File: src/design/sqms_pkg.sv
// shared types and constants for the shift queue with max search
`timescale 1ns / 1ps
`default_nettype none

package sqms_pkg;

  localparam int PAYLOAD_W = 32;
  localparam int CMD_W     = 2;
  localparam int STATUS_W  = 2;

  typedef enum logic [CMD_W-1:0] {
    CMD_PUSH = 2'd0,
    CMD_POP  = 2'd1,
    CMD_PEEK = 2'd2,
    CMD_MAX  = 2'd3
  } cmd_t;

  typedef enum logic [STATUS_W-1:0] {
    ST_OK    = 2'd0,
    ST_FULL  = 2'd1,
    ST_EMPTY = 2'd2,
    ST_RANGE = 2'd3
  } status_t;

  typedef enum logic [2:0] {
    S_IDLE = 3'b001,
    S_SCAN = 3'b010,
    S_DONE = 3'b100
  } state_t;

endpackage

`default_nettype wire

File: src/design/sqms_if.sv
// request and result channel interfaces of the shift queue
`timescale 1ns / 1ps
`default_nettype none

interface sqms_in_if #(
  parameter int KEY_BITS = 8,
  parameter int POS_W    = 4
) ();
  logic                           valid;
  logic                           ready;
  logic [sqms_pkg::CMD_W-1:0]     command;
  logic [sqms_pkg::PAYLOAD_W-1:0] entry_payload;
  logic [KEY_BITS-1:0]            entry_key;
  logic [POS_W-1:0]               position;

  modport source (output valid, command, entry_payload, entry_key, position, input ready);
  modport sink   (input valid, command, entry_payload, entry_key, position, output ready);
endinterface

interface sqms_out_if #(
  parameter int KEY_BITS = 8,
  parameter int POS_W    = 4,
  parameter int CNT_W    = 5
) ();
  logic                           valid;
  logic                           ready;
  logic [sqms_pkg::STATUS_W-1:0]  status;
  logic [sqms_pkg::PAYLOAD_W-1:0] out_payload;
  logic [KEY_BITS-1:0]            out_key;
  logic [POS_W-1:0]               out_position;
  logic [CNT_W-1:0]               occupancy;

  modport source (output valid, status, out_payload, out_key, out_position, occupancy,
                  input ready);
  modport sink   (input valid, status, out_payload, out_key, out_position, occupancy,
                  output ready);
endinterface

`default_nettype wire

File: src/design/shift_queue_with_max_search.sv
// top level: bounded queue with pop, peek and largest-key search
//
//   channel   dir   handshake          carries
//   in_req    in    valid/ready        command, entry_payload, entry_key, position
//   out_rsp   out   valid/ready        status, out_payload, out_key, out_position, occupancy
//   cfg       in    cfg_we             capacity (cfg_wdata)
//
// push and every rejected request give a registered result in the cycle after acceptance.
// pop and peek read a single entry and find max reads every entry: one
// storage read port and one key comparator walk the entries one per cycle.
// the queue is a circular buffer, so pop moves the head instead of the data.
// rst_n is synchronous; it empties the queue and sets capacity to DEPTH.
// a stalled result holds off new requests, and a finished scan waits for it.
`timescale 1ns / 1ps
`default_nettype none

module shift_queue_with_max_search #(
  parameter int DEPTH    = 16,
  parameter int KEY_BITS = 8,
  localparam int POS_W   = $clog2(DEPTH),
  localparam int CNT_W   = $clog2(DEPTH + 1)
) (
  input  logic             clk,
  input  logic             rst_n,
  input  logic             cfg_we,
  input  logic [CNT_W-1:0] cfg_wdata,
  sqms_in_if.sink          in_req,
  sqms_out_if.source       out_rsp
);

  localparam int ENT_W = sqms_pkg::PAYLOAD_W + KEY_BITS;

  function automatic logic [POS_W-1:0] wrap_add(input logic [POS_W-1:0] a,
                                                input logic [POS_W-1:0] b);
    logic [POS_W:0] s;
    s = {1'b0, a} + {1'b0, b};
    if (s >= (POS_W + 1)'(DEPTH)) begin
      s = s - (POS_W + 1)'(DEPTH);
    end
    return s[POS_W-1:0];
  endfunction

  sqms_pkg::state_t  state_r, state_nxt;
  sqms_pkg::cmd_t    op_r, op_nxt;
  logic [CNT_W-1:0]  cnt_r, cnt_nxt;
  logic [CNT_W-1:0]  cap_r;
  logic [POS_W-1:0]  head_r, head_nxt;
  logic [POS_W-1:0]  idx_r, idx_nxt;
  logic [POS_W-1:0]  last_r, last_nxt;
  logic [POS_W-1:0]  pidx_r, pidx_nxt;
  logic              pend_r, pend_nxt;
  logic              first_r, first_nxt;

  logic [sqms_pkg::PAYLOAD_W-1:0] best_pay_r, best_pay_nxt;
  logic [KEY_BITS-1:0]            best_key_r, best_key_nxt;
  logic [POS_W-1:0]               best_pos_r, best_pos_nxt;

  logic                           out_vld_r, out_vld_nxt;
  sqms_pkg::status_t              ostat_r, ostat_nxt;
  logic [sqms_pkg::PAYLOAD_W-1:0] opay_r, opay_nxt;
  logic [KEY_BITS-1:0]            okey_r, okey_nxt;
  logic [POS_W-1:0]               opos_r, opos_nxt;
  logic [CNT_W-1:0]               ocnt_r, ocnt_nxt;

  logic [CNT_W-1:0]               eff_cap;
  logic                           q_full;
  logic                           q_empty;
  logic                           out_free;
  sqms_pkg::cmd_t                 in_cmd;
  logic                           wr_en;
  logic [POS_W-1:0]               wr_addr;
  logic [POS_W-1:0]               rd_addr;
  logic [ENT_W-1:0]               rd_data;
  logic [sqms_pkg::PAYLOAD_W-1:0] rd_pay;
  logic [KEY_BITS-1:0]            rd_key;

  sqms_store #(
    .DEPTH (DEPTH),
    .WIDTH (ENT_W)
  ) u_store (
    .clk     (clk),
    .wr_en   (wr_en),
    .wr_addr (wr_addr),
    .wr_data ({in_req.entry_payload, in_req.entry_key}),
    .rd_addr (rd_addr),
    .rd_data (rd_data)
  );

  assign rd_pay  = rd_data[ENT_W-1:KEY_BITS];
  assign rd_key  = rd_data[KEY_BITS-1:0];
  assign rd_addr = wrap_add(head_r, idx_r);
  assign wr_addr = wrap_add(head_r, cnt_r[POS_W-1:0]);
  assign in_cmd  = sqms_pkg::cmd_t'(in_req.command);

  always_comb begin
    if (cap_r == '0) begin
      eff_cap = CNT_W'(1);
    end else if (cap_r > CNT_W'(DEPTH)) begin
      eff_cap = CNT_W'(DEPTH);
    end else begin
      eff_cap = cap_r;
    end
  end

  assign q_full   = (cnt_r >= eff_cap);
  assign q_empty  = (cnt_r == '0);
  assign out_free = !out_vld_r || out_rsp.ready;

  assign in_req.ready = (state_r == sqms_pkg::S_IDLE) && out_free;

  always_comb begin
    state_nxt    = state_r;
    op_nxt       = op_r;
    cnt_nxt      = cnt_r;
    head_nxt     = head_r;
    idx_nxt      = idx_r;
    last_nxt     = last_r;
    pidx_nxt     = pidx_r;
    pend_nxt     = 1'b0;
    first_nxt    = first_r;
    best_pay_nxt = best_pay_r;
    best_key_nxt = best_key_r;
    best_pos_nxt = best_pos_r;
    out_vld_nxt  = out_vld_r && !out_rsp.ready;
    ostat_nxt    = ostat_r;
    opay_nxt     = opay_r;
    okey_nxt     = okey_r;
    opos_nxt     = opos_r;
    ocnt_nxt     = ocnt_r;
    wr_en        = 1'b0;

    // shared comparator: first entry seeds, later ones win only when strictly larger
    if (pend_r) begin
      if (first_r || (rd_key > best_key_r)) begin
        best_pay_nxt = rd_pay;
        best_key_nxt = rd_key;
        best_pos_nxt = pidx_r;
      end
      first_nxt = 1'b0;
    end

    case (state_r)
      sqms_pkg::S_IDLE: begin
        if (in_req.valid && out_free) begin
          op_nxt    = in_cmd;
          first_nxt = 1'b1;
          opay_nxt  = '0;
          okey_nxt  = '0;
          opos_nxt  = '0;
          ocnt_nxt  = cnt_r;
          case (in_cmd)
            sqms_pkg::CMD_PUSH: begin
              out_vld_nxt = 1'b1;
              if (q_full) begin
                ostat_nxt = sqms_pkg::ST_FULL;
              end else begin
                wr_en     = 1'b1;
                cnt_nxt   = cnt_r + CNT_W'(1);
                ocnt_nxt  = cnt_r + CNT_W'(1);
                ostat_nxt = sqms_pkg::ST_OK;
              end
            end
            sqms_pkg::CMD_POP: begin
              if (q_empty) begin
                out_vld_nxt = 1'b1;
                ostat_nxt   = sqms_pkg::ST_EMPTY;
              end else begin
                idx_nxt   = '0;
                last_nxt  = '0;
                state_nxt = sqms_pkg::S_SCAN;
              end
            end
            sqms_pkg::CMD_PEEK: begin
              if (CNT_W'(in_req.position) >= cnt_r) begin
                out_vld_nxt = 1'b1;
                ostat_nxt   = sqms_pkg::ST_RANGE;
              end else begin
                idx_nxt   = in_req.position;
                last_nxt  = in_req.position;
                state_nxt = sqms_pkg::S_SCAN;
              end
            end
            sqms_pkg::CMD_MAX: begin
              if (q_empty) begin
                out_vld_nxt = 1'b1;
                ostat_nxt   = sqms_pkg::ST_EMPTY;
              end else begin
                idx_nxt   = '0;
                last_nxt  = POS_W'(cnt_r - CNT_W'(1));
                state_nxt = sqms_pkg::S_SCAN;
              end
            end
            default: begin
              out_vld_nxt = out_vld_r && !out_rsp.ready;
            end
          endcase
        end
      end
      sqms_pkg::S_SCAN: begin
        pend_nxt = 1'b1;
        pidx_nxt = idx_r;
        if (idx_r == last_r) begin
          state_nxt = sqms_pkg::S_DONE;
        end else begin
          idx_nxt = idx_r + POS_W'(1);
        end
      end
      sqms_pkg::S_DONE: begin
        if (!pend_r && out_free) begin
          out_vld_nxt = 1'b1;
          ostat_nxt   = sqms_pkg::ST_OK;
          opay_nxt    = best_pay_r;
          okey_nxt    = best_key_r;
          opos_nxt    = (op_r == sqms_pkg::CMD_MAX) ? best_pos_r : '0;
          ocnt_nxt    = cnt_r;
          if (op_r == sqms_pkg::CMD_POP) begin
            head_nxt = wrap_add(head_r, POS_W'(1));
            cnt_nxt  = cnt_r - CNT_W'(1);
            ocnt_nxt = cnt_r - CNT_W'(1);
          end
          state_nxt = sqms_pkg::S_IDLE;
        end
      end
      default: begin
        state_nxt = sqms_pkg::S_IDLE;
      end
    endcase
  end

  always_ff @(posedge clk) begin
    if (!rst_n) begin
      state_r   <= sqms_pkg::S_IDLE;
      cnt_r     <= '0;
      head_r    <= '0;
      pend_r    <= 1'b0;
      first_r   <= 1'b0;
      out_vld_r <= 1'b0;
      cap_r     <= CNT_W'(DEPTH);
    end else begin
      state_r   <= state_nxt;
      cnt_r     <= cnt_nxt;
      head_r    <= head_nxt;
      pend_r    <= pend_nxt;
      first_r   <= first_nxt;
      out_vld_r <= out_vld_nxt;
      if (cfg_we) begin
        cap_r <= cfg_wdata;
      end
    end
  end

  always_ff @(posedge clk) begin
    op_r       <= op_nxt;
    idx_r      <= idx_nxt;
    last_r     <= last_nxt;
    pidx_r     <= pidx_nxt;
    best_pay_r <= best_pay_nxt;
    best_key_r <= best_key_nxt;
    best_pos_r <= best_pos_nxt;
    ostat_r    <= ostat_nxt;
    opay_r     <= opay_nxt;
    okey_r     <= okey_nxt;
    opos_r     <= opos_nxt;
    ocnt_r     <= ocnt_nxt;
  end

  assign out_rsp.valid        = out_vld_r;
  assign out_rsp.status       = ostat_r;
  assign out_rsp.out_payload  = opay_r;
  assign out_rsp.out_key      = okey_r;
  assign out_rsp.out_position = opos_r;
  assign out_rsp.occupancy    = ocnt_r;

  a_cnt_bound: assert property (@(posedge clk) disable iff (!rst_n)
    cnt_r <= CNT_W'(DEPTH))
    else $error("entry count above depth");

  a_full_real: assert property (@(posedge clk) disable iff (!rst_n)
    (out_vld_r && ostat_r == sqms_pkg::ST_FULL) |-> (ocnt_r >= eff_cap))
    else $error("full reported below capacity");

  a_pos_range: assert property (@(posedge clk) disable iff (!rst_n)
    (out_vld_r && opos_r != '0) |-> (ostat_r == sqms_pkg::ST_OK && CNT_W'(opos_r) < ocnt_r))
    else $error("reported position outside queue");

  a_scan_bound: assert property (@(posedge clk) disable iff (!rst_n)
    (state_r == sqms_pkg::S_SCAN) |-> (idx_r <= last_r))
    else $error("scan index ran past last entry");

endmodule

`default_nettype wire

File: src/design/sqms_store.sv
// entry storage: one write port, one read port with registered read data
`timescale 1ns / 1ps
`default_nettype none

module sqms_store #(
  parameter int DEPTH = 16,
  parameter int WIDTH = 40,
  localparam int AW   = $clog2(DEPTH)
) (
  input  logic             clk,
  input  logic             wr_en,
  input  logic [AW-1:0]    wr_addr,
  input  logic [WIDTH-1:0] wr_data,
  input  logic [AW-1:0]    rd_addr,
  output logic [WIDTH-1:0] rd_data
);

  logic [WIDTH-1:0] mem_r [DEPTH];
  logic [WIDTH-1:0] rd_data_r;

  always_ff @(posedge clk) begin
    if (wr_en) begin
      mem_r[wr_addr] <= wr_data;
    end
    rd_data_r <= mem_r[rd_addr];
  end

  assign rd_data = rd_data_r;

endmodule

`default_nettype wire
File: src/flat_wrapper.sv
// flat-port wrapper written by rule: the top's interface ports become plain ports
module shift_queue_with_max_search_flat 
#(
  parameter int DEPTH    = 16,
  parameter int KEY_BITS = 8,
  localparam int POS_W   = $clog2(DEPTH),
  localparam int CNT_W   = $clog2(DEPTH + 1)
)
  (clk, rst_n, cfg_we, cfg_wdata, in_req_valid, in_req_command, in_req_entry_payload, in_req_entry_key, in_req_position, in_req_ready, out_rsp_valid, out_rsp_status, out_rsp_out_payload, out_rsp_out_key, out_rsp_out_position, out_rsp_occupancy, out_rsp_ready);
  sqms_in_if #(.KEY_BITS(KEY_BITS)) in_req_i ();
  sqms_out_if #(.KEY_BITS(KEY_BITS)) out_rsp_i ();
  input  logic clk;
  input  logic rst_n;
  input  logic cfg_we;
  input  logic [CNT_W-1:0] cfg_wdata;
  input wire logic [$bits(in_req_i.valid)-1:0] in_req_valid;
  input wire logic [$bits(in_req_i.command)-1:0] in_req_command;
  input wire logic [$bits(in_req_i.entry_payload)-1:0] in_req_entry_payload;
  input wire logic [$bits(in_req_i.entry_key)-1:0] in_req_entry_key;
  input wire logic [$bits(in_req_i.position)-1:0] in_req_position;
  output wire logic [$bits(in_req_i.ready)-1:0] in_req_ready;
  output wire logic [$bits(out_rsp_i.valid)-1:0] out_rsp_valid;
  output wire logic [$bits(out_rsp_i.status)-1:0] out_rsp_status;
  output wire logic [$bits(out_rsp_i.out_payload)-1:0] out_rsp_out_payload;
  output wire logic [$bits(out_rsp_i.out_key)-1:0] out_rsp_out_key;
  output wire logic [$bits(out_rsp_i.out_position)-1:0] out_rsp_out_position;
  output wire logic [$bits(out_rsp_i.occupancy)-1:0] out_rsp_occupancy;
  input wire logic [$bits(out_rsp_i.ready)-1:0] out_rsp_ready;
  assign in_req_i.valid = in_req_valid;
  assign in_req_i.command = in_req_command;
  assign in_req_i.entry_payload = in_req_entry_payload;
  assign in_req_i.entry_key = in_req_entry_key;
  assign in_req_i.position = in_req_position;
  assign in_req_ready = in_req_i.ready;
  assign out_rsp_valid = out_rsp_i.valid;
  assign out_rsp_status = out_rsp_i.status;
  assign out_rsp_out_payload = out_rsp_i.out_payload;
  assign out_rsp_out_key = out_rsp_i.out_key;
  assign out_rsp_out_position = out_rsp_i.out_position;
  assign out_rsp_occupancy = out_rsp_i.occupancy;
  assign out_rsp_i.ready = out_rsp_ready;
  shift_queue_with_max_search #(.DEPTH(DEPTH), .KEY_BITS(KEY_BITS)) u_core (.clk(clk), .rst_n(rst_n), .cfg_we(cfg_we), .cfg_wdata(cfg_wdata), .in_req(in_req_i), .out_rsp(out_rsp_i));
endmodule
File: config.mk
export PLATFORM = sky130hd
export DESIGN_NAME = shift_queue_with_max_search_flat
export DESIGN_NICKNAME = d
export VERILOG_FILES = /design/src/design/sqms_pkg.sv /design/src/design/sqms_if.sv /design/src/design/shift_queue_with_max_search.sv /design/src/design/sqms_store.sv /design/src/flat_wrapper.sv
export SDC_FILE = /design/constraint.sdc
export NUM_CORES = 1
export LEC_CHECK = 0
export BUFFER_PORTS_ARGS = -buffer_cell sky130_fd_sc_hd__buf_2
export CAP_MARGIN = 0
export CORE_MARGIN = 2
export CORE_UTILIZATION = 45
export CTS_BUF_LIST = sky130_fd_sc_hd__clkbuf_2
export CTS_CLUSTER_DIAMETER = 200
export DETAILED_ROUTE_END_ITERATION = 8
export SETUP_SLACK_MARGIN = 0.5
export SKIP_CTS_REPAIR_TIMING = 1
export SYNTH_ARGS = -nofsm -noshare
export SYNTH_HDL_FRONTEND = slang
export SYNTH_SLANG_ARGS = --single-unit
File: constraint.sdc
create_clock -name clk -period 6.3 [get_ports clk]
set_input_delay 0.63 -clock clk [delete_from_list [all_inputs] [get_ports clk]]
set_output_delay 0.63 -clock clk [all_outputs]
set_load 0.005 [all_outputs]
==> results summary <==
The post-synthesis average cell area came out at 19.79 sq um. The category of the worst setup path launch point is a register. The internal power consumption came out at 7.885 mW. The cell leakage power is roughly 12 nW. The area of the core region came out at 67400 sq um. In the final routed layout, each cell accounts on average for 22.73 um.

The maximum single-stage delay on the critical path came out at 0.86 ns. The fraction of synthesis flops using an asynchronous set or reset pin is 0%. The power share of the clock group came out at 31.7%. The clock passes through at most 3 buffers. The sequential share of power is between 50% and 60%.

The die height is ~270 um. Per report_power, the combinational group accounts for 10.6% of the total. The most numerous cell type found on the critical path is buf_4. The switching fraction of total power is 25.85%. The net switching power is 2.749 mW. The critical path in this run is classified as register to register. The clock insertion delay at the later pin of the skew report is around 1.4 ns. The H-tree was split into 4 levels. The worst vdd rail ir drop came out at 0.0001454 V. The final setup slack of the worst path came out at 1.646 ns. Port buffering added between 100 and 150 buffers. Setup repair after global routing left no endpoint under its margin.

Entering global routing, the biggest net connects 81 pins. In this design, the largest share of critical-path delay is due to simple AND/OR/NAND/NOR gates. In this run, the number of DRC markers left after iteration 0 of detailed routing was ~1200. The detail route stage leaves a number of antenna-violating nets equal to 0. The count of flip-flops with a built-in enable after synthesis is roughly 750.

In the global route stage, overall resource usage came out at 19.28%. The die outline area is 70510 sq um. Data on the critical path arrives at its endpoint at 5.60 ns. Summed over all layers, the routed wires come to 66750 um.

The minimum clock period after layout came out at 4.654 ns. The synthesis warning total came out at 0. The multi-input combinational cell area is roughly 6900 sq um. The number of fill cells is 5522. Sequential cells were found to cover 76.97% of the synthesized design area.

The measured slew at the worst slew-check pin came out at 1.147 ns. The wire-length estimate of the detail-placed layout is 35190 um. The wire length on met3 is around 4000 um. The total length of routed met2 wires came out at 32210 um. The tightest slew margin relative to the limit is between 20% and 30%. The share of cells above drive strength 1 came out at between 30% and 40%.

TritonCTS built the clock tree. The pre-CTS worst setup slack came out at about 1.6 ns. The number of global-route vias before repair came out at 16460.

The tool flagged a number of max-cap violations equal to 0. The register clock-pin slew on the reported worst setup and hold paths is 0.10 ns. In the final timing run, aggregate negative setup slack is 0 ns.

Using the TritonRoute via totals, the vias-per-cell ratio works out to 5.432. The number of instances in the synthesized netlist came out at 1555. The power density relative to cell area is between 300 and 400 nW/um^2. The number of DRC violations after detailed routing came out at 0.

The root cell of the clock tree is clkbuf_2. The total CTS buffers is 195. For this design the top-level I/O count stands at 109. The most used flip-flop cell after synthesis is edfxtp_1. The effective utilization at floorplan came out at a little under half. The number of rows in the core area came out at 95. Of all nets on the critical path, the largest fanout is a little over 60. The min-delay analysis places its worst path in the category input port to register.

The aggregate global routing overflow is 0. The critical path goes through nor3b_4, buf_4, nand3_1, nand2_4, nand4b_1, nor2_4, buf_4. The final hold violation count is 0.

The worst-case clock skew is a little over 0.1 ns. The count of final max-slew check failures is 0. After detailed routing, the wire length on met1 is 29780 um.

The endpoint type of the worst setup path is a register. The setup-violating endpoint count in the final report came out at 0. The highest metal layer with signal wires is met4.

The cell with the largest stage delay on the worst path is nor2_4. The flow ran to the end, and the final reports show no timing, DRC or antenna violations. The global-route wire length before repair came out at 100300 um. Yosys mapped the design onto 53 distinct sky130hd cell types.

The ratio of final minimum period to clock period came out at 73.87%. The flip-flop and latch count after synthesis came out at 809. The final route contains between 15000 and 20000 vias.

The data required time of the critical path is 7.24 ns. The total standard cell area after synthesis came out at between 30000 and 40000 sq um. Timing would allow up to 0.2149 GHz. Across all register-to-register paths, the minimum setup slack is approximately 1.6 ns.

The net count of the finished layout is 1977. The number of nets handed over by synthesis was 1641. In the final layout, flip-flops and latches occupy 23690 sq um. The initial antenna violation count is 2. The clock sink count came out at 809. Compared with the post-synthesis result, the final layout area differs by 14.18%. The final weighted congestion in routability-driven placement is ~0.83. The die extent in x is 265.5 um.

The buffering stage count on the worst path with inverters included is 2. The first-pass detailed-route iteration total is 5.
-- kinds of logic after synthesis --
| logic type | share of synthesized area (%) |
|---|---|
| and+or+nand+nor | 4.813 |
| xor gates and xnor gates | 0.6829 |
| adders and majority gates | 1.268 |
| buffers and inverters | 1.272 |
| muxes | 11.97 |
| DFF | 76.97 |
| AOI/OAI and AO/OA | 3.020 |
-- cells in the final DEF, fill, tap and decap left out, drive strengths merged, types with 17 or more instances in the layout --
master	instances
mux4	160
a31oi	42
inv	26
and2	82
dlygate4sd3	73
nor2	43
clkbuf	303
edfxtp	749
buf	140
ha	28
nor3	17
dfxtp	60
a211oi	42
nand2	106
clkinv	56
-- metal layers --
| metal | vias to the layer above | global-route usage, % |
|---|---|---|
| met5 | - | 0 |
| met4 | 0 | 6.199 |
| met3 | 72 | 4.684 |
| met2 | 483 | 30.20 |
| met1 | 8323 | 26.83 |
| li1 | 7077 | - |
-- flip-flops by register name, indices dropped and copies added (netlist names) --
signal,flops
u_core.out_rsp.out_position,4
u_core.best_key_r,8
u_core.best_pay_r,32
u_core.out_rsp.valid,1
u_core.out_rsp.out_key,8
u_core.u_store.mem_r,640
u_core.last_r,4
u_core.out_rsp.out_payload,32
u_core.out_rsp.status,2
u_core.first_r,1
u_core.head_r,4
u_core.idx_r,4
u_core.u_store.rd_data,40
u_core.pidx_r,4
u_core.op_r,2
u_core.state_r,3
u_core.best_pos_r,4
u_core.out_rsp.occupancy,5
u_core.cnt_r,5
u_core.cap_r,5
u_core.pend_r,1
-- cell type report --
type                            instances  area share, %
Sequential cell                       809          67.41
Clock buffer                          303          4.315
Clock inverter                         65         0.8722
Inverter                               21         0.2243
Timing Repair Buffer                  213          4.479
Antenna cell                            2        0.01424
Tap cell                              873          3.108
Multi-Input combinational cell        651          19.57
-- Yosys cell counts, types with 3 or more instances --
cell | count | area (sq um)
buf_2 | 22 | 110.1
ha_1 | 28 | 350.3
nand2b_1 | 7 | 43.79
xor2_1 | 10 | 87.58
a2111oi_0 | 3 | 26.28
o21ai_0 | 11 | 55.05
inv_1 | 20 | 75.07
nand3_1 | 6 | 30.03
and3_1 | 5 | 31.28
nor2_1 | 43 | 161.4
o211ai_1 | 4 | 30.03
a31oi_1 | 42 | 262.8
nand4_1 | 6 | 37.54
edfxtp_1 | 749 | 22490
dfxtp_1 | 60 | 1201
nand2_1 | 106 | 397.9
clkbuf_1 | 50 | 187.7
mux2i_1 | 7 | 70.07
nor2b_1 | 3 | 18.77
a21o_1 | 7 | 52.55
xnor2_1 | 14 | 122.6
and2_1 | 82 | 513.0
mux4_2 | 160 | 3603
a211oi_1 | 42 | 315.3
nor3_1 | 17 | 85.08
a21oi_1 | 16 | 80.08
-- worst min-delay path, stage by stage --
cell and delay, ns:
buf_2 0.17, o211ai_1 0.10, dlygate4sd3_1 0.56
-- final timing paths --
check	startpoint	to	cells after the start
min reg2reg	u_core.u_store.rd_data[4]	u_core.best_key_r[4]	0
max	u_core.state_r[2]	u_core.u_store.mem_r[2][15]	7
max reg2reg	u_core.state_r[2]	u_core.u_store.mem_r[2][15]	7
min	cfg_we	u_core.cap_r[4]	3
-- stage by stage --
step | hold WS, ns | cell area (sq um) | power [mW] | instances | util, %
CTS | -0.7358 | 34410 | 10.76 | 2862 | 51.06
finish | 0.1577 | 35150 | 10.63 | 2937 | 52.15
floorplan | 0.3855 | 30780 | 6.965 | 1555 | -
global placement | 0.3877 | 32590 | 7.355 | 2494 | 48.35
global route | 0.01388 | 35150 | 11.17 | 2937 | 52.15
detailed placement | 0.3887 | 32590 | 7.367 | 2494 | 48.35
-- power groups by stage --
stage,Combinational (mW),Sequential [mW],Clock [mW]
2_1_floorplan,0.738,6.23,0
3_3_place_gp,1.10,6.25,0
5_1_grt,1.24,6.15,3.77
6_report,1.13,6.14,3.37
4_1_cts,1.11,6.14,3.51
3_5_place_dp,1.11,6.26,0
Note: power is estimated with default switching activity, not from simulation.
